--- src/hw/rtl/ptst_pkg.sv ---
`timescale 1ns / 1ps
// ----------------------------------------------------------------------------
// Periodic tick slot table package
// Shared sizes, operation and status codes, and the controller state type.
// ----------------------------------------------------------------------------
package ptst_pkg;

    localparam int TABLE_DEPTH = 64;
    localparam int IDX_W       = 6;
    localparam int TOP_W       = 7;
    localparam int PERIOD_W    = 32;
    localparam int BIT_W       = 5;

    typedef enum logic [1:0] {
        OP_TICK   = 2'd0,
        OP_ATTACH = 2'd1,
        OP_DETACH = 2'd2
    } op_t;

    typedef enum logic [2:0] {
        ST_FIRED        = 3'd0,
        ST_NONE         = 3'd1,
        ST_ATTACHED     = 3'd2,
        ST_FULL         = 3'd3,
        ST_ZERO         = 3'd4,
        ST_DETACHED     = 3'd5,
        ST_NOT_ATTACHED = 3'd6
    } status_t;

    typedef enum logic [3:0] {
        S_IDLE,
        S_FIND,
        S_TRIM,
        S_SCAN,
        S_DIV,
        S_HIT,
        S_TEND,
        S_EMIT
    } state_t;

endpackage

--- src/hw/rtl/periodic_tick_slot_table.sv ---
`timescale 1ns / 1ps
// ----------------------------------------------------------------------------
// Periodic tick slot table
// Holds periodic slots and reports on each tick which slots expire.
// ----------------------------------------------------------------------------
// Attach and detach walk the table (find a free slot, trim the top mark) before
// the result item; an attach with a zero period or a detach of a free slot skips it.
// A tick visits every slot below top, and for each occupied slot the
// remainder is found by a bit-serial restoring divider, one bit a cycle.
// The block takes one item at a time, and output stalls hold it.
// Reset (rst_n low) frees every slot and clears the top mark and tick counter.
module periodic_tick_slot_table (
    input  logic        clk,
    input  logic        rst_n,
    input  logic        s_axis_tvalid,
    output logic        s_axis_tready,
    input  logic [39:0] s_axis_tdata,  // period[31:0], slot[37:32], zero[39:38]
    input  logic [1:0]  s_axis_tuser,  // op[1:0]
    output logic        m_axis_tvalid,
    input  logic        m_axis_tready,
    output logic [7:0]  m_axis_tdata,  // slot_index[5:0], zero[7:6]
    output logic [2:0]  m_axis_tuser,  // status[2:0]
    output logic        m_axis_tlast
);

    localparam logic [ptst_pkg::BIT_W-1:0] DIV_LAST = '1;
    localparam logic [ptst_pkg::TOP_W-1:0] TOP_MAX =
        ptst_pkg::TOP_W'(ptst_pkg::TABLE_DEPTH);

    ptst_pkg::state_t                    state_reg, state_next;
    logic [ptst_pkg::TOP_W-1:0]          idx_reg, idx_next;
    logic [ptst_pkg::TOP_W-1:0]          top_reg, top_next;
    logic [ptst_pkg::PERIOD_W-1:0]       tick_reg, tick_next;
    logic [ptst_pkg::TABLE_DEPTH-1:0]    used_reg, used_next;
    logic [ptst_pkg::PERIOD_W-1:0]       period_reg, period_next;
    logic [ptst_pkg::PERIOD_W-1:0]       rem_reg, rem_next;
    logic [ptst_pkg::PERIOD_W-1:0]       shift_reg, shift_next;
    logic [ptst_pkg::BIT_W-1:0]          bit_reg, bit_next;
    logic                                pend_valid_reg, pend_valid_next;
    logic [ptst_pkg::IDX_W-1:0]          pend_idx_reg, pend_idx_next;
    ptst_pkg::status_t                   res_status_reg, res_status_next;
    logic [ptst_pkg::IDX_W-1:0]          res_idx_reg, res_idx_next;
    logic                                out_valid_reg, out_valid_next;
    ptst_pkg::status_t                   out_status_reg, out_status_next;
    logic [ptst_pkg::IDX_W-1:0]          out_idx_reg, out_idx_next;
    logic                                out_last_reg, out_last_next;

    logic [ptst_pkg::PERIOD_W-1:0]       mem [ptst_pkg::TABLE_DEPTH];
    logic [ptst_pkg::PERIOD_W-1:0]       rd_data_reg;
    logic                                mem_we;
    logic [ptst_pkg::IDX_W-1:0]          mem_waddr;

    logic                                in_fire;
    ptst_pkg::op_t                       in_op;
    logic [ptst_pkg::PERIOD_W-1:0]       in_period;
    logic [ptst_pkg::IDX_W-1:0]          in_slot;
    logic                                detach_bad;
    logic                                out_free;
    logic                                idx_at_top;
    logic                                idx_used;
    logic [ptst_pkg::TOP_W-1:0]          top_less;
    logic                                top_prev_used;
    logic [ptst_pkg::PERIOD_W:0]         rem_wide;
    logic [ptst_pkg::PERIOD_W:0]         rem_sub;
    logic [ptst_pkg::PERIOD_W-1:0]       rem_new;
    logic                                hit_push;

    assign in_op      = ptst_pkg::op_t'(s_axis_tuser);
    assign in_period  = s_axis_tdata[31:0];
    assign in_slot    = s_axis_tdata[37:32];
    assign in_fire    = s_axis_tvalid && s_axis_tready;
    assign detach_bad = ({1'b0, in_slot} >= TOP_MAX) || !used_reg[in_slot];

    assign out_free      = !out_valid_reg || m_axis_tready;
    assign idx_at_top    = (idx_reg == top_reg);
    assign idx_used      = used_reg[idx_reg[ptst_pkg::IDX_W-1:0]];
    assign top_less      = top_reg - 1'b1;
    assign top_prev_used = used_reg[top_less[ptst_pkg::IDX_W-1:0]];

    // One step of restoring division: shift in the next dividend bit.
    assign rem_wide = {rem_reg, shift_reg[ptst_pkg::PERIOD_W-1]};
    assign rem_sub  = rem_wide - {1'b0, rd_data_reg};
    assign rem_new  = (rem_wide >= {1'b0, rd_data_reg}) ?
                      rem_sub[ptst_pkg::PERIOD_W-1:0] : rem_wide[ptst_pkg::PERIOD_W-1:0];

    // A fired slot with another already pending pushes the pending one out.
    assign hit_push = (rem_reg == '0) && pend_valid_reg;

    assign s_axis_tready = (state_reg == ptst_pkg::S_IDLE);
    assign m_axis_tvalid = out_valid_reg;
    assign m_axis_tdata  = {2'b00, out_idx_reg};
    assign m_axis_tuser  = out_status_reg;
    assign m_axis_tlast  = out_last_reg;

    always_comb
    begin
        state_next = state_reg;
        unique case (state_reg)
            ptst_pkg::S_IDLE:
            begin
                if (in_fire)
                begin
                    case (in_op)
                        ptst_pkg::OP_TICK:   state_next = ptst_pkg::S_SCAN;
                        ptst_pkg::OP_ATTACH: state_next = (in_period == '0) ?
                                                 ptst_pkg::S_EMIT : ptst_pkg::S_FIND;
                        ptst_pkg::OP_DETACH: state_next = detach_bad ?
                                                 ptst_pkg::S_EMIT : ptst_pkg::S_TRIM;
                        default:             state_next = ptst_pkg::S_IDLE;
                    endcase
                end
            end
            ptst_pkg::S_FIND:
            begin
                if (idx_at_top || !idx_used)
                    state_next = ptst_pkg::S_EMIT;
            end
            ptst_pkg::S_TRIM:
            begin
                if (top_reg == '0 || top_prev_used)
                    state_next = ptst_pkg::S_EMIT;
            end
            ptst_pkg::S_SCAN:
            begin
                if (idx_at_top)
                    state_next = ptst_pkg::S_TEND;
                else if (idx_used)
                    state_next = ptst_pkg::S_DIV;
            end
            ptst_pkg::S_DIV:
            begin
                if (bit_reg == DIV_LAST)
                    state_next = ptst_pkg::S_HIT;
            end
            ptst_pkg::S_HIT:
            begin
                if (!hit_push || out_free)
                    state_next = ptst_pkg::S_SCAN;
            end
            ptst_pkg::S_TEND:
            begin
                state_next = ptst_pkg::S_EMIT;
            end
            ptst_pkg::S_EMIT:
            begin
                if (out_free)
                    state_next = ptst_pkg::S_IDLE;
            end
            default:
            begin
                state_next = ptst_pkg::S_IDLE;
            end
        endcase
    end

    always_comb
    begin
        idx_next        = idx_reg;
        top_next        = top_reg;
        tick_next       = tick_reg;
        used_next       = used_reg;
        period_next     = period_reg;
        rem_next        = rem_reg;
        shift_next      = shift_reg;
        bit_next        = bit_reg;
        pend_valid_next = pend_valid_reg;
        pend_idx_next   = pend_idx_reg;
        res_status_next = res_status_reg;
        res_idx_next    = res_idx_reg;
        out_valid_next  = out_valid_reg && !m_axis_tready;
        out_status_next = out_status_reg;
        out_idx_next    = out_idx_reg;
        out_last_next   = out_last_reg;
        mem_we          = 1'b0;
        mem_waddr       = idx_reg[ptst_pkg::IDX_W-1:0];

        unique case (state_reg)
            ptst_pkg::S_IDLE:
            begin
                idx_next        = '0;
                pend_valid_next = 1'b0;
                period_next     = in_period;
                if (in_fire)
                begin
                    case (in_op)
                        ptst_pkg::OP_ATTACH:
                        begin
                            res_status_next = ptst_pkg::ST_ZERO;
                            res_idx_next    = '0;
                        end
                        ptst_pkg::OP_DETACH:
                        begin
                            res_idx_next = in_slot;
                            if (detach_bad)
                                res_status_next = ptst_pkg::ST_NOT_ATTACHED;
                            else
                            begin
                                res_status_next    = ptst_pkg::ST_DETACHED;
                                used_next[in_slot] = 1'b0;
                            end
                        end
                        default:
                        begin
                        end
                    endcase
                end
            end
            ptst_pkg::S_FIND:
            begin
                if (idx_at_top)
                begin
                    if (top_reg < TOP_MAX)
                    begin
                        mem_we          = 1'b1;
                        used_next[top_reg[ptst_pkg::IDX_W-1:0]] = 1'b1;
                        top_next        = top_reg + 1'b1;
                        res_status_next = ptst_pkg::ST_ATTACHED;
                        res_idx_next    = top_reg[ptst_pkg::IDX_W-1:0];
                    end
                    else
                    begin
                        res_status_next = ptst_pkg::ST_FULL;
                        res_idx_next    = '0;
                    end
                end
                else if (!idx_used)
                begin
                    mem_we          = 1'b1;
                    used_next[idx_reg[ptst_pkg::IDX_W-1:0]] = 1'b1;
                    res_status_next = ptst_pkg::ST_ATTACHED;
                    res_idx_next    = idx_reg[ptst_pkg::IDX_W-1:0];
                end
                else
                    idx_next = idx_reg + 1'b1;
            end
            ptst_pkg::S_TRIM:
            begin
                if (top_reg != '0 && !top_prev_used)
                    top_next = top_less;
            end
            ptst_pkg::S_SCAN:
            begin
                rem_next   = '0;
                shift_next = tick_reg;
                bit_next   = '0;
                if (!idx_at_top && !idx_used)
                    idx_next = idx_reg + 1'b1;
            end
            ptst_pkg::S_DIV:
            begin
                rem_next   = rem_new;
                shift_next = {shift_reg[ptst_pkg::PERIOD_W-2:0], 1'b0};
                bit_next   = bit_reg + 1'b1;
            end
            ptst_pkg::S_HIT:
            begin
                if (rem_reg != '0)
                    idx_next = idx_reg + 1'b1;
                else if (!pend_valid_reg || out_free)
                begin
                    if (pend_valid_reg)
                    begin
                        out_valid_next  = 1'b1;
                        out_status_next = ptst_pkg::ST_FIRED;
                        out_idx_next    = pend_idx_reg;
                        out_last_next   = 1'b0;
                    end
                    pend_valid_next = 1'b1;
                    pend_idx_next   = idx_reg[ptst_pkg::IDX_W-1:0];
                    idx_next        = idx_reg + 1'b1;
                end
            end
            ptst_pkg::S_TEND:
            begin
                tick_next       = tick_reg + 1'b1;
                pend_valid_next = 1'b0;
                res_status_next = pend_valid_reg ? ptst_pkg::ST_FIRED : ptst_pkg::ST_NONE;
                res_idx_next    = pend_valid_reg ? pend_idx_reg : '0;
            end
            ptst_pkg::S_EMIT:
            begin
                if (out_free)
                begin
                    out_valid_next  = 1'b1;
                    out_status_next = res_status_reg;
                    out_idx_next    = res_idx_reg;
                    out_last_next   = 1'b1;
                end
            end
            default:
            begin
            end
        endcase
    end

    always_ff @(posedge clk or negedge rst_n)
    begin
        if (!rst_n)
        begin
            state_reg      <= ptst_pkg::S_IDLE;
            top_reg        <= '0;
            tick_reg       <= '0;
            used_reg       <= '0;
            pend_valid_reg <= 1'b0;
            out_valid_reg  <= 1'b0;
        end
        else
        begin
            state_reg      <= state_next;
            top_reg        <= top_next;
            tick_reg       <= tick_next;
            used_reg       <= used_next;
            pend_valid_reg <= pend_valid_next;
            out_valid_reg  <= out_valid_next;
        end
    end

    always_ff @(posedge clk)
    begin
        idx_reg        <= idx_next;
        period_reg     <= period_next;
        rem_reg        <= rem_next;
        shift_reg      <= shift_next;
        bit_reg        <= bit_next;
        pend_idx_reg   <= pend_idx_next;
        res_status_reg <= res_status_next;
        res_idx_reg    <= res_idx_next;
        out_status_reg <= out_status_next;
        out_idx_reg    <= out_idx_next;
        out_last_reg   <= out_last_next;
    end

    always_ff @(posedge clk)
    begin
        if (mem_we)
            mem[mem_waddr] <= period_reg;
        rd_data_reg <= mem[idx_reg[ptst_pkg::IDX_W-1:0]];
    end

    // The top mark never passes the table depth.
    a_top_bound: assert property (@(posedge clk) disable iff (!rst_n)
        top_reg <= TOP_MAX)
        else $error("top mark beyond table depth");

    // Between items the top mark sits just above an occupied slot.
    a_top_tight: assert property (@(posedge clk) disable iff (!rst_n)
        (state_reg == ptst_pkg::S_IDLE && top_reg != '0) |-> top_prev_used)
        else $error("top mark not trimmed");

    // The slot under division does not move while the divider runs.
    a_div_idx: assert property (@(posedge clk) disable iff (!rst_n)
        (state_reg == ptst_pkg::S_DIV) |=> $stable(idx_reg))
        else $error("slot index moved during division");

    // No pending fired slot survives the end of a tick.
    a_pend_clear: assert property (@(posedge clk) disable iff (!rst_n)
        (state_reg == ptst_pkg::S_EMIT) |-> !pend_valid_reg)
        else $error("pending fired slot left behind");

endmodule
--- config.mk ---
export PLATFORM = sky130hd
export DESIGN_NAME = periodic_tick_slot_table
export DESIGN_NICKNAME = d
export VERILOG_FILES = /design/src/hw/rtl/ptst_pkg.sv /design/src/hw/rtl/periodic_tick_slot_table.sv
export SDC_FILE = /design/constraint.sdc
export NUM_CORES = 2
export LEC_CHECK = 0
export ABC_AREA = 1
export BUFFER_PORTS_ARGS = -buffer_cell sky130_fd_sc_hd__buf_2
export CAP_MARGIN = 20
export CORE_ASPECT_RATIO = 1.4
export CORE_MARGIN = 3
export CORE_UTILIZATION = 40
export DETAILED_ROUTE_END_ITERATION = 10
export SETUP_SLACK_MARGIN = 0.02
export SLEW_MARGIN = 20
export SYNTH_ARGS = -nofsm -noshare
export SYNTH_HDL_FRONTEND = slang
export SYNTH_SLANG_ARGS = --single-unit
--- constraint.sdc ---
create_clock -name clk -period 7.25 [get_ports clk]
set_input_delay 1.45 -clock clk [delete_from_list [all_inputs] [get_ports clk]]
set_output_delay 1.45 -clock clk [all_outputs]
set_load 0.03 [all_outputs]
# Yosys cells after proc, flatten, opt, wreduce, memory -nomap -nowiden
# Memories as Yosys holds them, arrays and structs flattened. A register that Yosys moved wholly into a read port is not among the register bits.
# Cells that the tools add are included.
# totals
regBits	242
mem_bits_rw	2048
elab_cells	203
n_memories	1
# mem_list
name	words	word_bits	read_ports	rd_ports_with_merged_regs	wr	line	text
mem	64	32	1	1	1	periodic_tick_slot_table.sv:48	logic [ptst_pkg::PERIOD_W-1:0] mem [ptst_pkg::TABLE_DEPTH];
# classes
addsub	6
order_cmp	9
eq_ne	33
muxes	89
bitwise_logic	5
reduce_logical	43
# ops
cell	n
$mux 64	6
$or 64x64->64	2
$pmux 32 s2	2
$pmux 64 s2	1
$and 64x64->64	1
$logic_not 32->1	2
$not 64->64	1
$mux 7	8
$mux 6	9
$ge 33x32->1	1
$add 32x1->32 const B	1
$mux 32	1
$mux 4	8
$pmux 4 s8	1
$reduce_bool 32->1	1
$sub 32x32->32	1
$lt 6x7->1 const B	4
$ne 2x2->1 const B	14
$pmux 7 s4	1
$mux 3	9
$mux 1	24
$pmux 6 s2	2
$bmux 1 s6	3
$demux 1 s6	3
39 further kinds	79

# Logic depth before layout (Yosys ltp)
# logic_depth
word_depth	10
mapped_depth	20
ltp_nobuf	17

# Worst setup path before layout
# OpenSTA, ideal clock, no wires.
# synth_timing
path_kind	flip-flop to flip-flop
startpoint	reg state_reg[0]
endpoint	reg bit_reg[0] in the netlist's numbering (enable)
setup_time_ns	0.591
arrival_ns	5.450
required_ns	6.659
slack_ns	1.208
stages_incl_launch_ff	3
period_less_slack_ns	6.042
path_cell_list	dfrtp_1 -> nand2_1 -> o21ai_0
# synth_between
elab_chain_len	2
elab_cells_between_ends	3
# synth_rtl
item	line	text
start, declared	periodic_tick_slot_table.sv:30	ptst_pkg::state_t state_reg, state_next;
start signal, assigned	periodic_tick_slot_table.sv:300	state_reg <= ptst_pkg::S_IDLE;
start signal, assigned	periodic_tick_slot_table.sv:309	state_reg <= state_next;
$eq 4x2->1 or $eq 4x3->1 (tied branches)	periodic_tick_slot_table.sv:177	unique case (state_reg)
$reduce_bool 2->1 (no line) *	-	
end signal, assigned	periodic_tick_slot_table.sv:324	bit_reg <= bit_next;
end, declared	periodic_tick_slot_table.sv:38	logic [ptst_pkg::BIT_W-1:0] bit_reg, bit_next;
# Mark *: on every way between the ends. The rest lies on a longest branch, timed or not.
# A chain may end at the register's enable or synchronous reset.

# Worst setup path after layout
# layout_timing
startpoint	reg idx_reg[1] in the netlist's numbering
endpoint	mem mem[55][0] in the netlist's numbering (enable)
# layout_between
elab_chain_len	7
elab_cells_between_ends	8
# layout_rtl
item	line	text
start, declared	periodic_tick_slot_table.sv:31	logic [ptst_pkg::TOP_W-1:0] idx_reg, idx_next;
start signal, assigned	periodic_tick_slot_table.sv:320	idx_reg <= idx_next;
$bmux 1 s6	periodic_tick_slot_table.sv:76	assign idx_used = used_reg[idx_reg[ptst_pkg::IDX_W-1:0]];
$mux 1 (implied by the code)	periodic_tick_slot_table.sv:76	
$mux 1	periodic_tick_slot_table.sv:226	else if (!idx_used)
$mux 1	periodic_tick_slot_table.sv:210	if (idx_at_top)
$mux 1	periodic_tick_slot_table.sv:177	
$mux 1	periodic_tick_slot_table.sv:335	if (mem_we)
$mux 1 (implied by the code)	periodic_tick_slot_table.sv:336	mem[mem_waddr] <= period_reg;
end, declared	periodic_tick_slot_table.sv:48	
# Several ways; a longest one is shown, not always the timed one. The select of a mux whose other input is x is not followed.

==> metrics.md <==
| Metric | Value |
|---|---|
| Worst-path fanout max | 32 |
| Fin. max-slew vios | 0 |
| Library cells used by synthesis | 56 |
| Crit. End Element | flip-flop |
| Nets | 7550 |
| Final Hold Vio Count | 0 |
| Max-cap violations | 0 |
| R2r setup slk | 2.50 ns |
| Worst R2R Path Depth | 16 |
| Max FFs per register | 2048 |
| Clock Power Share | 28.2% |
| Leakage Power | 36.13 nW |
| FF+latch area | 0.06884 mm2 |
| RSZ-0062 raised after global routing | false |
| Initial antenna violation count | 9 |
| Vias | 60980 |
| EDFF count, synth | 2181 |
| # clock sinks | 2321 |
| Synthesized area per cell | 12.66 um2 |
| Ports | 60 |
| Sw frac | 37.09% |
| Fill cells | 20620 |
| Worst slew pin tran | 1.143 ns |
| First-pass GRT wire length | 410200 um |
| Die Area | 0.2389 mm2 |
| Reg2reg start | idx_reg[1]$_SDFFCE_PN0P_ |
| H-tree depth | 4 |
| Insertion delay to the later sink of the worst-skew pair | 0.91 ns |
| Final worst setup slack | 2.501 ns |
| Avg WL per Cell | 26.85 um |
| Most common cell after layout, fill and taps aside | nand2_1 |
| P_sw | 15.36 mW |
| Drt pass-1 iters | 6 |
| Core area | 0.2317 mm2 |
| Top_reg_cell synth | edfxtp_1 |
| CTS tree | built |
| Critical Path AT | 5.22 ns |
| Register share of total power | 39.7% |
| Crit Path Category | flip-flop to flip-flop |
| P&R area growth vs syn | 12.63% |
| Site Rows | 209 |
| # setup viols final | 0 |
| Worst vdd ir | 291.8 uV |
| Die H | 577.1 um |
| Final period utilization | 65.50% |
| Routability Congestion | 0.8937 |
| CTS max path bufs | 4 |
| GR Util All Layers | 23.58% |
| P_int | 26.05 mW |
| Most frequent cells in the layout | 2182 x nand2_1, 2181 x edfxtp_1, 359 x o21ai_0 |
| Met1 GRT Util | 29.72% |
| Combinational power share | 32.1% |
| Avg Vias per Cell | 5.694 |
| DRC viols | 0 |
| Status | finished clean |
| Die Span X | 413.9 um |
| Syn. warnings | 0 |
| Max Freq | 0.2106 GHz |
| CTS clock-pin slew for the worst setup and hold paths | 0.06 ns |
| Post-CTS Resized | 0 |
| HP Class | flip-flop to flip-flop |
| Setup crit start | idx_reg[1]$_SDFFCE_PN0P_ |
| Req. time, crit path | 7.72 ns |
| Pre-CTS WS | 2.531 ns |
| Area of the mapped netlist | 0.09318 mm2 |
| Initial Util | 40.22% |
| Vias in the first global route | 59510 |
| PortBufs | 55 |
| Area occupied by multi-input gates | 0.02168 mm2 |
| Slew headroom | 23.00% |
| Postcts setup bufs | 0 |
| Detailed Place HPWL | 163600 um |
| Grt ovf | 0 |
| R2r endpoint | mem[55][0]$_DFFE_PP_ |
| Gate Count Post-Synth | 7363 |
| Startpoint types | flip-flop |
| Largest net degree at the start of global routing | 102 |
| Register area share after synthesis | 73.87% |
| Initial DRC Count | 7113 |
| Hold_buf cts | 0 |
| Fin util | 45.30% |
| Crit path time final | 4.749 ns |
| Clk_skew | 0.07630 ns |
| Met2 usage | 38.65% |
| Layout cells sized above 1 | 8.896% |
| Root buffer selected by CTS | clkbuf_16 |
| Setup Total Neg Slack | 0 ns |
| Yosys reg bits | 2321 |
| Final Power | 41.41 mW |
| Async S/R FF share, synth | 4.653% |
| Most crowded layer after global routing | met2 |
| Hold Slack | 0.4678 ns |
| Worst Setup EP | mem[55][0]$_DFFE_PP_ |
| Met3 GRT Util | 3.363% |
| DRT antenna net count | 0 |
| Total Wirelength | 287600 um |
| CTS Buf Count | 221 |
| PD cells | 394.6 mW/mm2 |
-- worst max-delay path, stage by stage (launching register included) --
cell and delay [ns]:
edfxtp_1 0.32, buf_4 0.44, inv_2 0.41, nand2_1 0.16, nand2_1 0.06, nand2_1 0.05, nand2_1 0.10, nand2_1 0.07
nand2_1 0.16, nor2_2 0.23, nand3_1 0.10, nand2_1 0.14, clkinv_2 0.47, buf_4 0.44, buf_4 0.27, nor3_2 0.16
buf_4 0.55
-- final cells by class --
cell class / count / share of cell area (%)
clock buffers: 282 / 5.564
well taps: 3059 / 3.647
flip-flops and latches: 2321 / 65.59
multi-input cells: 4297 / 20.65
repair buffers: 250 / 1.836
clock inverters: 121 / 1.310
diodes: 6 / 0.01431
inverters: 373 / 1.385
-- routing by layer --
layer  wire (um)  vias to the layer above
met2      136000                     2832
met5          13                        -
li1            -                    26790
met1      108500                    30760
met4       19380                        2
met3       23700                      589
-- kinds of logic after synthesis --
| kind of cell | after synthesis | share of synthesized area, % |
|---|---|---|
| AO/OA/AOI/OAI | 1051 | 7.535 |
| XOR/XNOR | 69 | 0.6485 |
| adder cells (fa/ha/maj) | 40 | 0.5451 |
| buffers and inverters | 746 | 3.369 |
| flip-flops | 2321 | 73.87 |
| other | 1 | 0.004024 |
| AND/OR/NAND/NOR | 3135 | 14.03 |
-- synthesized netlist by cell type (9+ instances only) --
master	number	area, um2
nand2_1	2184	8198
edfxtp_1	2181	65490
o21ai_0	360	1802
inv_1	354	1329
a22oi_1	310	2327
nor2_1	292	1096
nand3_1	249	1246
nand4_1	228	1426
buf_2	181	905.9
a221oi_1	146	1279
clkbuf_1	143	536.8
dfrtp_1	108	2703
a21oi_1	104	520.5
nor3_1	98	490.5
xor2_1	57	499.2
and3_1	46	287.8
a22o_1	39	341.6
ha_1	39	488.0
dfxtp_1	32	640.6
buf_1	30	112.6
o2111ai_1	23	201.4
o211ai_1	17	127.6
inv_2	16	60.06
nor4_1	13	81.33
xnor2_1	12	105.1
buf_6	11	123.9
o211a_1	9	90.09
-- power groups by stage --
stage	Combinational, mW	Sequential, mW	Clock (mW)
after floorplan	7.62	16.9	0
after global placement	13.0	16.7	0
after detailed placement	13.1	16.7	0
after CTS	13.2	16.4	11.8
after global routing	14.3	16.5	12.3
final	13.3	16.4	11.7
-- worst min path at each step --
stage,slack (ns),from,endpoint,cells past startpoint
finish,0.47,tick_reg[30]$_DFFE_PN0P_,tick_reg[30]$_DFFE_PN0P_,1
floorplan,0.42,idx_reg[3]$_SDFFCE_PN0P_,pend_idx_reg[3]$_DFFE_PP_,0
CTS,0.47,tick_reg[30]$_DFFE_PN0P_,tick_reg[30]$_DFFE_PN0P_,1
detailed placement,0.46,tick_reg[30]$_DFFE_PN0P_,tick_reg[30]$_DFFE_PN0P_,1
global route,0.48,tick_reg[30]$_DFFE_PN0P_,tick_reg[30]$_DFFE_PN0P_,1
global placement,0.46,tick_reg[30]$_DFFE_PN0P_,tick_reg[30]$_DFFE_PN0P_,1
-- stage by stage --
step | instances | instance area, um2
floorplan | 7364 | 93190
global placement | 10300 | 97710
detailed placement | 10300 | 97720
CTS | 10700 | 104900
global route | 10700 | 104900
finish | 10710 | 104900
Power figures use the tool's default switching activity.
